**config.mk**
```make
export PLATFORM = sky130hd
export DESIGN_NAME = ihp_front
export DESIGN_NICKNAME = d
export VERILOG_FILES = /design/src/rtl/core/ihp_pkg.sv /design/src/rtl/core/ihp_front.sv
export SDC_FILE = /design/constraint.sdc
export NUM_CORES = 1
export LEC_CHECK = 0
export BUFFER_PORTS_ARGS = -buffer_cell sky130_fd_sc_hd__clkbuf_2
export CAP_MARGIN = 20
export CORE_ASPECT_RATIO = 0.7
export CORE_MARGIN = 2
export CORE_UTILIZATION = 45
export CTS_CLUSTER_DIAMETER = 120
export DETAILED_ROUTE_END_ITERATION = 8
export PLACE_DENSITY = 0.73
export SLEW_MARGIN = 20
export SYNTH_ARGS = -nofsm -noshare
export SYNTH_HDL_FRONTEND = slang
export SYNTH_SLANG_ARGS = --single-unit
```
**constraint.sdc**
```tcl
create_clock -name clk -period 2.8 [get_ports clk]
set_input_delay 0.42 -clock clk [delete_from_list [all_inputs] [get_ports clk]]
set_output_delay 0.42 -clock clk [all_outputs]
set_load 0.01 [all_outputs]
```
**src/rtl/core/ihp_pkg.sv**
```systemverilog
// Shared types and codes for the indexed min-heap block.
`timescale 1ns / 1ps

package ihp_pkg;

  // Operation codes carried by an input beat.
  typedef enum logic [1:0] {
    OP_INSERT   = 2'd0,
    OP_EXTRACT  = 2'd1,
    OP_DECREASE = 2'd2,
    OP_QUERY    = 2'd3
  } op_t;

  // Status codes reported with every result beat.
  typedef enum logic [1:0] {
    ST_OK     = 2'd0,
    ST_EMPTY  = 2'd1,
    ST_ABSENT = 2'd2,
    ST_FULL   = 2'd3
  } stat_t;

  localparam int VERTEX_BITS = 8;
  localparam int VERTEX_SLOTS = 256;
  localparam int COUNT_OUT_BITS = 9;

  // Depth of the command queue between front and back.
  localparam int QDEPTH = 2;

  typedef struct packed {
    logic [1:0]              operation;
    logic [VERTEX_BITS-1:0]  vertex;
    logic signed [31:0]      new_key;
  } in_beat_t;

  typedef struct packed {
    logic [1:0]                 status;
    logic [VERTEX_BITS-1:0]     out_vertex;
    logic signed [31:0]         out_key;
    logic                       in_heap;
    logic                       heap_empty;
    logic [COUNT_OUT_BITS-1:0]  entry_count;
  } out_beat_t;

endpackage

```
**src/rtl/core/ihp_front.sv**
```systemverilog
// Command front end: accepts beats and queues them for the heap engine.
`timescale 1ns / 1ps

module ihp_front (
  input  logic             clk,
  input  logic             rst_n,
  input  logic             start,
  output logic             busy,
  input  ihp_pkg::in_beat_t in_data,
  input  logic             pop,
  output logic             q_vld,
  output ihp_pkg::in_beat_t q_head
);

  localparam int PW = (ihp_pkg::QDEPTH > 1) ? $clog2(ihp_pkg::QDEPTH) : 1;
  localparam int CW = $clog2(ihp_pkg::QDEPTH + 1);

  ihp_pkg::in_beat_t ent_r [ihp_pkg::QDEPTH];
  logic [PW-1:0] wr_ptr_r, wr_ptr_nxt;
  logic [PW-1:0] rd_ptr_r, rd_ptr_nxt;
  logic [CW-1:0] fill_r, fill_nxt;
  logic push;
  logic do_pop;

  // The queue is full when every entry holds a pending command.
  assign busy   = (fill_r == CW'(ihp_pkg::QDEPTH));
  assign q_vld  = (fill_r != '0);
  assign q_head = ent_r[rd_ptr_r];
  assign push   = start && !busy;
  assign do_pop = pop && q_vld;

  // Pointer and fill bookkeeping with wrap at the queue depth.
  always_comb begin
    wr_ptr_nxt = wr_ptr_r;
    rd_ptr_nxt = rd_ptr_r;
    fill_nxt   = fill_r;
    if (push) begin
      wr_ptr_nxt = (wr_ptr_r == PW'(ihp_pkg::QDEPTH - 1)) ? '0 : wr_ptr_r + 1'b1;
    end
    if (do_pop) begin
      rd_ptr_nxt = (rd_ptr_r == PW'(ihp_pkg::QDEPTH - 1)) ? '0 : rd_ptr_r + 1'b1;
    end
    if (push && !do_pop) begin
      fill_nxt = fill_r + 1'b1;
    end else if (do_pop && !push) begin
      fill_nxt = fill_r - 1'b1;
    end
  end

  always_ff @(posedge clk) begin
    if (!rst_n) begin
      wr_ptr_r <= '0;
      rd_ptr_r <= '0;
      fill_r   <= '0;
    end else begin
      wr_ptr_r <= wr_ptr_nxt;
      rd_ptr_r <= rd_ptr_nxt;
      fill_r   <= fill_nxt;
    end
  end

  // Queue storage needs no reset.
  always_ff @(posedge clk) begin
    if (push) begin
      ent_r[wr_ptr_r] <= in_data;
    end
  end

endmodule

```
==> results.txt, run 1 <==
- The number of pins with negative max-slew slack in the final report was 0.
- Num CTS Buffers: 9
- Post-Syn Instances: roughly 160
- Highest achievable clock rate: between 400 and 500 MHz
* Htree depth: 3
* Clock tree skew after final layout: slightly above 0.005 ns
- In this run the worst hold path is classified as in -> reg.
- For flop-to-flop paths, the worst setup slack is 1.08 ns.
- For the pin with the worst max-slew slack, the measured transition is 0.561 ns.
* Number of endpoints with negative hold slack in the final report: 0
- Clock-pin slew was measured on the worst setup and hold paths at 0.08 ns.
- Min Hold Slack: 0.268 ns
- DRC: 0
* Met2 Resource Use GR: 0.232
- Vias in the first global route: 1652
- Total Negative Setup Slacks: 0 ns
- The first global-routing pass estimated 8350 um of wire.
- For the worst-skew pair, the clock arrives at the later sink with an insertion delay of around 0.33 ns.
- After legalization and detailed placement, the total HPWL measured 3740 um.
* IO Pins: 90
- The flow ran to the end, and the final reports show no timing, DRC or antenna violations.
- The worst setup path is of the reg -> out kind.
- After synthesis, the netlist uses 21 different library cells.
* Total global routing track utilization: 0.144
- Of all flip-flops after synthesis, the portion carrying an async set or reset was 0.
- Top cell type's share of synthesized area: 0.774
- Syn. warnings: 0
- Worst Setup Start Kind: flop
* CTS sink cnt: 89
- Primary flip-flop cell chosen by synthesis mapping: sky130_fd_sc_hd__edfxtp_1
- In this run the tool buffered the top-level ports with 89 buffer cells.
- The layer flagged by global routing as most heavily used is met2.
* Post-synthesis instance area: 0.00326 sq mm
* # rows: 25
* Required time at the endpoint of the critical path: 2.38 ns
- Headroom to the max-slew limit: 0.626
- The total overflow left after global routing is 0.
- CTS tree: done
- Entering global routing, the biggest net connects 37 pins.
- Share of layout cells above drive strength 1: 0.579
- In this run the static leakage power is between 0.0015 and 0.002 uW.
- Post-CTS Hold Buffers: 0
* Worst endpoint data arrival time: between 1.5 and 2 ns
* Floorplan die width: 106 um
- After detailed routing, the average wire length per cell comes to 15.7 um.
- Number of filler cells placed in the layout: 563
- The first TritonRoute pass finished after 4 iterations.
* Max-cap viol count: 0
* Final cycle utilization of the critical path: 0.779
- Number of antenna violations at the first check in global routing: 0
- Post-layout minimum cycle time: 2.18 ns
* RePlAce Congestion: a little over 0.7
- For this block, the initial DRC count from the detailed router was 70.
- Highest fanout seen on the critical path: 35
- Smallest setup slack after layout: approximately 0.62 ns
- The core region is 0.00688 sq mm.
* Leading cell types by count after synthesis: sky130_fd_sc_hd__edfxtp_1 (84), sky130_fd_sc_hd__mux2_2 (42), sky130_fd_sc_hd__buf_2 (5), sky130_fd_sc_hd__dfxtp_1 (5), sky130_fd_sc_hd__and2_1 (3)
- Top cell type by total area after synthesis: sky130_fd_sc_hd__edfxtp_1
- The worst setup path is captured at an output port.
- Post-Syn Nets: between 200 and 250
- The detailed router placed 1687 vias in this run.
- Relative to the synthesized area, the layout overhead comes to 24.5%.
- The die covers 0.00794 sq mm.
* Vertical die dimension: 75.2 um
- EDFF count, synth: between 80 and 90
* Average footprint of a synthesized cell: 20.9 sq um
- In this run the remaining antenna-violating nets after routing total 0.
* Seq cells post-synth: 89
- CTS Root Cell: sky130_fd_sc_hd__clkbuf_8
* CTS Buffer Depth: 2
* Worst voltage drop across the vdd grid: around 0.55 mV
* Total power divided by cell area: 882 mW/mm^2
- Once the clock tree was built, the resizer swapped 0 gates to a different size.
* Number of post-CTS setup repair buffers: 0
* Most frequent cell after synthesis: sky130_fd_sc_hd__edfxtp_1
- Final core utilization: 0.589
* RSZ-0062 raised after global routing: no
- In the final design database the tool counted between 300 and 400 nets.
- Met1 usage: 0.182
- Final antenna diode count: 0
* Pre-CTS setup slack: 0.959 ns
- M3 GR Usage: 0.0641
* Effective utilization at floorplan: 0.473
- Vias per std cell: 4.78
- Final count of negative-setup-slack endpoints: 0
- For this run, the register share of the synthesized area comes to 0.805.
- Cells taking the most area after synthesis: sky130_fd_sc_hd__edfxtp_1 (77%), sky130_fd_sc_hd__mux2_2 (15%), sky130_fd_sc_hd__dfxtp_1 (3.1%)
* Routed wire length: 5540 um
critical path, cell delays in order, from the launching register on:
cell	delay, ns
sky130_fd_sc_hd__dfxtp_2	0.43
sky130_fd_sc_hd__buf_4	0.45
sky130_fd_sc_hd__mux2_2	0.40
sky130_fd_sc_hd__clkbuf_2	0.13
area by class of cell:
cell class	instances	area, sq um	share of cell area
flip-flops and latches	89	2620	0.647
repair buffers	92	493	0.122
clock inverters	4	67.6	0.0167
clock buffers	12	135	0.0333
inverters	2	7.51	0.00185
multi-input cells	60	609	0.150
well taps	94	118	0.0290
cell families after synthesis:
logic type,synth area share
AO/OA/AOI/OAI,0.00999
XOR/XNOR,0.00807
AND/OR/NAND/NOR,0.0177
flip-flops,0.805
buffers and inverters,0.00999
adder cells (fa/ha/maj),0.00384
multiplexers,0.145
final timing paths:
kind	from	endpoint	cells after the start
max	flop	q_head[40]	3
min reg2reg	fill_r[1]$_SDFFE_PN0P_	fill_r[1]$_SDFFE_PN0P_	2
min	in_data[25]	ent_r[0][25]$_DFFE_PP_	1
max reg2reg	fill_r[0]$_SDFFE_PN0P_	ent_r[1][38]$_DFFE_PP_	3
routing by layer:
metal,up-vias,share of wire
li1,801,-
met1,817,0.45
met2,63,0.48
met3,6,0.068
met4,0,0.0042
met5,-,0
cell usage in the layout, fill, tap and decap left out, drive strengths merged, types with 2 or more instances in the layout:
| master | n |
|---|---|
| a21boi | 2 |
| and2 | 3 |
| buf | 3 |
| bufinv | 2 |
| clkbuf | 101 |
| clkinv | 2 |
| dfxtp | 5 |
| edfxtp | 84 |
| inv | 2 |
| mux2 | 42 |
| o21ai | 2 |
| xnor2 | 2 |
per-stage QoR:
stage,cell area (sq um),instances,total power (uW)
global placement,3850,337,2700
CTS,4050,353,3630
detailed placement,3850,337,2720
finish,4050,353,3580
floorplan,3260,156,2350
global route,4050,353,3750
state kept, by name (all words and copies together), names as in the netlist, named ones only:
signal and cells:
rd_ptr_r 1, ent_r 84, fill_r 2, wr_ptr_r 1
power by group:
part | switching, uW | internal [uW]
Clock | 402 | 499
Sequential | 67.6 | 1670
Combinational | 484 | 450
Total | 953 | 2620
Note: power is estimated with default switching activity, not from simulation.
==> run 2: changes to the inputs <==
--- a/config.mk
+++ b/config.mk
@@ -12,7 +12,7 @@
 export CORE_UTILIZATION = 45
 export CTS_CLUSTER_DIAMETER = 120
 export DETAILED_ROUTE_END_ITERATION = 8
-export PLACE_DENSITY = 0.73
+export PLACE_DENSITY = 0.7
 export SLEW_MARGIN = 20
 export SYNTH_ARGS = -nofsm -noshare
 export SYNTH_HDL_FRONTEND = slang
==> constraint.sdc (replaced) <==
create_clock -name clk -period 2.25 [get_ports clk]
set_input_delay 0.3375 -clock clk [delete_from_list [all_inputs] [get_ports clk]]
set_output_delay 0.3375 -clock clk [all_outputs]
set_load 0.01 [all_outputs]
==> results.txt, run 2 (same netlist as run 1, synthesis figures left out) <==
- Run status: completed (unchanged).
- The flip-flop count of the largest register after layout came to 84 (unchanged).
* Final cycle utilization of the critical path: 0.815
- Number of antenna violations at the first check in global routing: 0 (unchanged)
- The initial core utilization was 0.473 (unchanged).
* # port buffers: 89 (unchanged)
- Total global routing track utilization: 0.147 (was 0.144)
* Overflow after GRT: 0 (unchanged)
- Routed wire length: 5380 um (was 5540 um)
- The layer with the highest usage is met2 (unchanged).
- The first-pass GRT wire length is 8450 um (was 8350 um).
* Num CTS Buffers: 9 (unchanged)
- Timing would allow up to between 500 and 600 MHz.
- The setup skew after layout came to 0.00380 ns (was 0.00510 ns).
* CTS Root Cell: sky130_fd_sc_hd__clkbuf_8 (unchanged)
- The number of pins with negative max-slew slack in the final report came to 0 (unchanged).
- The detail-routed net length per standard cell is 15.3 um (was 15.7 um).
* Insertion delay of the later-clocked pin in the worst-skew pair: 0.34 ns (was 0.33 ns)
- The worst-case setup margin in the final layout came to 0.417 ns (was 0.619 ns).
- The share of the core filled with cells was 0.583 (was 0.589).
* # rows: 25 (unchanged)
- RePlAce Congestion: 0.683 (was 0.709)
- The horizontal extent of the die is 106 um (unchanged).
- The number of max-cap violations is 0 (unchanged).
- Setup Crit Path Kind: reg -> out (unchanged)
- The total iterations of the first detailed-routing run is 4 (unchanged).
- Maximum number of pins on one net before global-route repair: 44 (was 37)
* Total non-filler cell area in the finished layout: 0.00401 sq mm (was 0.00405 sq mm)
- DRC: 0 (unchanged)
- The type of the worst min-delay path was in -> reg (unchanged).
* Met2 Resource Use GR: 0.231 (was 0.232)
- Worst endpoint data arrival time: 1.50 ns (was 1.76 ns)
- The core area was 0.00688 sq mm (unchanged).
- The leakage power was 0.00152 uW (was 0.00154 uW).
- Vias per std cell: 4.75 (was 4.78)
* Sequential Area: 0.00262 sq mm (unchanged)
* Area of combinational cells with multiple inputs: 609 sq um (unchanged)
- The number of H-tree branching levels came to 3 (unchanged).
- The total cell area at the placement stage came to 0.00386 sq mm (was 0.00385 sq mm).
* Number of post-CTS setup repair buffers: 0 (unchanged)
* Worst Setup Start Kind: flop (unchanged)
- Clock slew seen by the registers of the worst setup and hold paths: 0.08 ns (about the same)
- RSZ-0062 raised after global routing: no (unchanged).
- Met1 usage: 0.180 (was 0.182)
- The detailed router's first-iteration violation count came to 59 (was 70).
- Largest registers: ent_r: 84 flops, fill_r: 2 flops (unchanged).
- The number of hold-slack violations in the final timing report came to 0 (unchanged).
- Final antenna diode count: 0 (unchanged)
- Required time at the endpoint of the critical path: 1.91 ns (was 2.38 ns)
- The worst path in the final design needs a cycle of around 1.8 ns, including I/O delays and setup.
- The number of fill cells was 566 (was 563).
* Die area: 0.00794 sq mm (unchanged)
- The most frequent standard cell in the layout excluding fill and tap cells was sky130_fd_sc_hd__clkbuf_2 (unchanged).
* Final count of negative-setup-slack endpoints: 0 (unchanged)
- The final net count was 302 (was 301).
- The number of placed I/O pins was 90 (unchanged).
- Actual slew at the worst max-slew pin: 0.320 ns (was 0.561 ns)
* CTS Buffer Depth: 2 (unchanged)
- Vias: 1673 (was 1687)
* M3 GR Usage: 0.0848 (was 0.0641)
* Share of layout cells above drive strength 1: 0.593 (was 0.579)
- Headroom to the max-slew limit: 0.786 (was 0.626)
- FF-to-FF setup slack: 0.68 ns (was 1.08 ns)
- Register with the most flip-flops: ent_r (unchanged)
* CTS sink cnt: 89 (unchanged)
- The sum of negative setup slack came to 0 ns (unchanged).
* # resized after CTS: 0 (unchanged)
- The signed area change from the synthesized netlist to the final layout is 23.1% (was 24.5%).
- The power density over the cells is 1050 mW/mm^2 (was 882 mW/mm^2).
- The clock tree from TritonCTS was done (unchanged).
- The worst-case setup slack after placement was 0.682 ns (was 0.959 ns).
- Half-perimeter wire length after detailed placement: 3530 um (was 3740 um)
* Vias in the first global route: 1714 (was 1652)
- The peak ir drop on the vdd network was 0.558 mV (was 0.553 mV).
- Highest fanout seen on the critical path: 23 (was 35)
- The remaining antenna violation count came to 0 (unchanged).
- CP Capture Type: output port (unchanged)
- Commonest cells after routing, fill and taps aside: sky130_fd_sc_hd__clkbuf_2 (89), sky130_fd_sc_hd__edfxtp_1 (84), sky130_fd_sc_hd__mux2_2 (42) (unchanged).
- The overall die height came to 75.2 um (unchanged).
* Post-CTS Hold Buffers: 0 (unchanged)
==> run 2: final timing paths <==
path,start,end,cells past startpoint
max,flop,q_head[19],3
min,in_data[21],ent_r[0][21]$_DFFE_PP_,1
max reg2reg,fill_r[0]$_SDFFE_PN0P_,fill_r[1]$_SDFFE_PN0P_,6
min reg2reg,fill_r[1]$_SDFFE_PN0P_,fill_r[1]$_SDFFE_PN0P_,2
==> run 2: power breakdown <==
part	internal (uW)	switching [uW]	total (uW)
logic	569	627	1200
registers	2080	62.6	2140
clock network	383	489	872
==> run 2: area by class of cell <==
type	instances	area share
Sequential cell	89	0.654
Multi-Input combinational cell	60	0.152
Timing Repair Buffer	93	0.125
Clock buffer	10	0.0318
Tap cell	94	0.0293
Clock inverter	4	0.00562
Inverter	2	0.00187
==> run 2: per-stage QoR <==
stage	power, uW	hold slack (ns)	instances
2_1_floorplan	2930	0.436	156
3_3_place_gp	3370	0.502	338
3_5_place_dp	3390	0.530	338
4_1_cts	4270	0.158	352
5_1_grt	4430	0.145	352
6_report	4210	0.180	352
==> run 2: worst max-delay path, cell delays in order, from the launching register on <==
cell and delay, ns:
sky130_fd_sc_hd__dfxtp_2 0.33, sky130_fd_sc_hd__buf_4 0.30, sky130_fd_sc_hd__mux2_2 0.38, sky130_fd_sc_hd__clkbuf_2 0.14
==> run 2: per-layer routing <==
metal | wire [um] | share of wire
met1 | 2380 | 0.44
met2 | 2450 | 0.46
met3 | 504 | 0.094
met4 | 37 | 0.0069
met5 | 0 | 0
==> run 3: changes to the inputs <==
--- a/config.mk
+++ b/config.mk
@@ -12,7 +12,7 @@
 export CORE_UTILIZATION = 45
 export CTS_CLUSTER_DIAMETER = 120
 export DETAILED_ROUTE_END_ITERATION = 8
-export PLACE_DENSITY = 0.7
+export PLACE_DENSITY = 0.73
 export SLEW_MARGIN = 20
 export SYNTH_ARGS = -nofsm -noshare
 export SYNTH_HDL_FRONTEND = slang
==> constraint.sdc (replaced) <==
create_clock -name clk -period 1.59 [get_ports clk]
set_input_delay 0.2385 -clock clk [delete_from_list [all_inputs] [get_ports clk]]
set_output_delay 0.2385 -clock clk [all_outputs]
set_load 0.01 [all_outputs]
==> results.txt, run 3 (same netlist as run 1, synthesis figures left out) <==
* Htree depth: 3 (unchanged)
- Number of flip-flops in the largest register: 84 (unchanged)
- RSZ-0062 raised after global routing: yes (was no)
* Vertical die dimension: 75.2 um (unchanged)
* Total Negative Setup Slacks: -0.487 ns (was 0 ns)
* Clock tree skew after final layout: 0.00719 ns (was 0.00380 ns)
- The detailed router's first-iteration violation count came to 47 (was 59).
- The data arrival at the endpoint of the critical path is 1.38 ns (was 1.50 ns).
* Critical hold path startpoint: in_data[36] (was in_data[21])
- Headroom to the max-slew limit: 0.824 (was 0.786)
- Largest registers: ent_r: 84 flops, fill_r: 2 flops (unchanged)
* Setup Crit Path Kind: reg -> out (unchanged)
* Clock slew seen by the registers of the worst setup and hold paths: 0.08 ns (about the same)
* Worst r2r src: fill_r[1]$_SDFFE_PN0P_ (was fill_r[0]$_SDFFE_PN0P_)
- The total buffers and inverters traversed by the critical path came to 2 (unchanged).
- The family of cells with the greatest summed delay on the critical path is flip-flops (was buffers and inverters).
* Routed wire length: 5210 um (was 5380 um)
- The signed area change from the synthesized netlist to the final layout is 27.2% (was 23.1%).
- Number of antenna violations at the first check in global routing: 0 (unchanged)
* Area of combinational cells with multiple inputs: 632 sq um (was 609 sq um)
- CTS Root Cell: sky130_fd_sc_hd__clkbuf_8 (unchanged)
- The detail-routed via count per cell was 4.74 (was 4.75).
- The total iterations of the first detailed-routing run was 4 (unchanged).
- The detail-routed net length per standard cell came to 14.7 um (was 15.3 um).
- Hold Crit Class: in -> reg (unchanged)
- The total via count in the routed design is 1681 (was 1673).
- The horizontal extent of the die came to 106 um (unchanged).
- Run status: finished with violations (was completed).
- CTS tree: done (unchanged)
- Maximum number of pins on one net before global-route repair: 43 (was 44)
- Based on the critical path, the design can be clocked at up to 618 MHz.
- Cell at the slowest stage of the critical path: sky130_fd_sc_hd__dfxtp_4 (was sky130_fd_sc_hd__mux2_2)
* Destination of the worst register-to-register timing path: fill_r[1]$_SDFFE_PN0P_ (unchanged)
* Smallest setup slack after layout: -0.0271 ns (was 0.417 ns)
- Pre-CTS setup slack: 0.104 ns (was 0.682 ns)
* Cell Chain, Critical Path: buf_12 -> mux2_2 -> clkbuf_2 (was buf_4 -> mux2_2 -> clkbuf_2)
- Vias in the first global route: 1720 (was 1714)
- CP Capture Type: output port (unchanged)
* Total global routing track utilization: 0.140 (was 0.147)
- CTS Buffer Depth: 2 (unchanged)
- The top register by number of flip-flops is ent_r (unchanged).
* Min-Delay Endpoint: ent_r[1][36]$_DFFE_PP_ (was ent_r[0][21]$_DFFE_PP_)
- Number of filler cells placed in the layout: 560 (was 566)
- The routability congestion estimate from global placement came to 0.743 (was 0.683).
* Most frequent standard cell in the layout excluding fill and tap cells: sky130_fd_sc_hd__clkbuf_2 (unchanged)
- Final total power: 6470 uW (was 4210 uW)
* Half-perimeter wire length after detailed placement: 3450 um (was 3530 um)
- Sequential Area: 0.00263 sq mm (was 0.00262 sq mm)
- The final net count is 303 (was 302).
* Worst Setup Start Kind: flop (unchanged)
- Final cycle utilization of the critical path: 1.02
* # rows: 25 (unchanged)
* Post-layout minimum cycle time: 1.62 ns
* Share of layout cells above drive strength 1: 0.598 (was 0.593)
- Worst Reg2Reg Path Length in Cells: 6 (unchanged)
* Maximum cell stage delay along the critical path: 0.37 ns (was 0.38 ns)
- The number of placed I/O pins was 90 (unchanged).
- The power density over the cells was 1560 mW/mm^2 (was 1050 mW/mm^2).
* Final count of negative-setup-slack endpoints: 38 (was 0)
- The number of max-cap violations was 0 (unchanged).
- Leakage component of the power: 0.00158 uW (was 0.00152 uW)
- Core ar.: 0.00688 sq mm (unchanged)
* CTS sink cnt: 89 (unchanged)
- Insertion delay of the later-clocked pin in the worst-skew pair: 0.34 ns (about the same)
- Worst voltage drop across the vdd grid: 0.731 mV (was 0.558 mV)
- First-pass GRT wire length: 8150 um (was 8450 um)
- Violated checks: negative setup slack
- Required time at the endpoint of the critical path: 1.35 ns (was 1.91 ns)
* Die area: 0.00794 sq mm (unchanged)
- WHS Path Cells: 1 (unchanged)
- The slew at the pin closest to its max-slew limit came to 0.263 ns (was 0.320 ns).
- The number of port buffers was 89 (unchanged).
* Final antenna diode count: 0 (unchanged)
- The number of buffers added for setup after CTS was 0 (unchanged).
* FF-to-FF setup slack: 0.10 ns (was 0.68 ns)
- Num CTS Buffers: 9 (unchanged)
- Highest fanout seen on the critical path: 22 (was 23)
- Post-route ant nets: 0 (unchanged)
* Overflow after GRT: 0 (unchanged)
- The number of hold-slack violations in the final timing report is 0 (unchanged).
* Commonest cells after routing, fill and taps aside: sky130_fd_sc_hd__clkbuf_2 (89), sky130_fd_sc_hd__edfxtp_1 (84), sky130_fd_sc_hd__mux2_2 (38) (was sky130_fd_sc_hd__clkbuf_2 (89), sky130_fd_sc_hd__edfxtp_1 (84), sky130_fd_sc_hd__mux2_2 (42))
* Effective utilization at floorplan: 0.473 (unchanged)
* DRC: 0 (unchanged)
* Max-slew violation total from the final report: 0 (unchanged)
run 3: cell types whose count changed in the layout (fill, tap and decap cells not counted), sizes merged:
cell | previous run | this run
clkinv | 3 | 2
clkbuf | 99 | 100
bufinv | 0 | 2
buf | 4 | 5
run 3: what timing repair did:
item	4_1_cts	5_1_grt
setup endpoints to repair	42	42
resized for setup	5	0
pin swaps	0	0
hold buffers	0	0
run 3: metrics by stage:
stage	hold slack, ns	cells	utilization	area, sq um
2_1_floorplan	0.337	156	-	3280
3_3_place_gp	0.427	339	0.569	3920
3_5_place_dp	0.431	339	0.569	3920
4_1_cts	0.0663	355	0.602	4140
5_1_grt	0.0513	355	0.602	4140
6_report	0.0812	355	0.602	4140
run 3: how the worst max path moves through the flow:
stage	to	depth (start not counted)
finish	q_head[10]	3
global route	q_head[32]	3
CTS	q_head[25]	3
detailed placement	fill_r[1]$_SDFFE_PN0P_	6
global placement	fill_r[1]$_SDFFE_PN0P_	6
floorplan	ent_r[0][0]$_DFFE_PP_	3
run 3: layout make-up:
| type | count | share of cell area |
|---|---|---|
| Sequential cell | 89 | 0.634 |
| Multi-Input combinational cell | 60 | 0.152 |
| Timing Repair Buffer | 94 | 0.132 |
| Clock buffer | 11 | 0.0317 |
| Tap cell | 94 | 0.0284 |
| Clock inverter | 5 | 0.0193 |
| Inverter | 2 | 0.00242 |
run 3: per-layer routing:
layer  vias up  global-route usage  part of all wire
li1        805                   -                 -
met1       803               0.172              0.43
met2        70               0.229              0.47
met3         3              0.0710             0.091
met4         0              0.0307            0.0048
met5         -                   0                 0
run 3: worst register-to-register path, cell delays in order, from the launching register on:
cell	delay, ns
sky130_fd_sc_hd__dfxtp_1	0.42
sky130_fd_sc_hd__nand2b_4	0.09
sky130_fd_sc_hd__inv_4	0.07
sky130_fd_sc_hd__nor2_1	0.04
sky130_fd_sc_hd__ha_1	0.31
sky130_fd_sc_hd__or3_1	0.36
sky130_fd_sc_hd__a21boi_1	0.14
run 3: power breakdown:
group	internal, uW	leakage (uW)	switching, uW
Sequential	2950	0.000827	107
Clock	884	0.000101	720
Combinational	915	0.000648	892
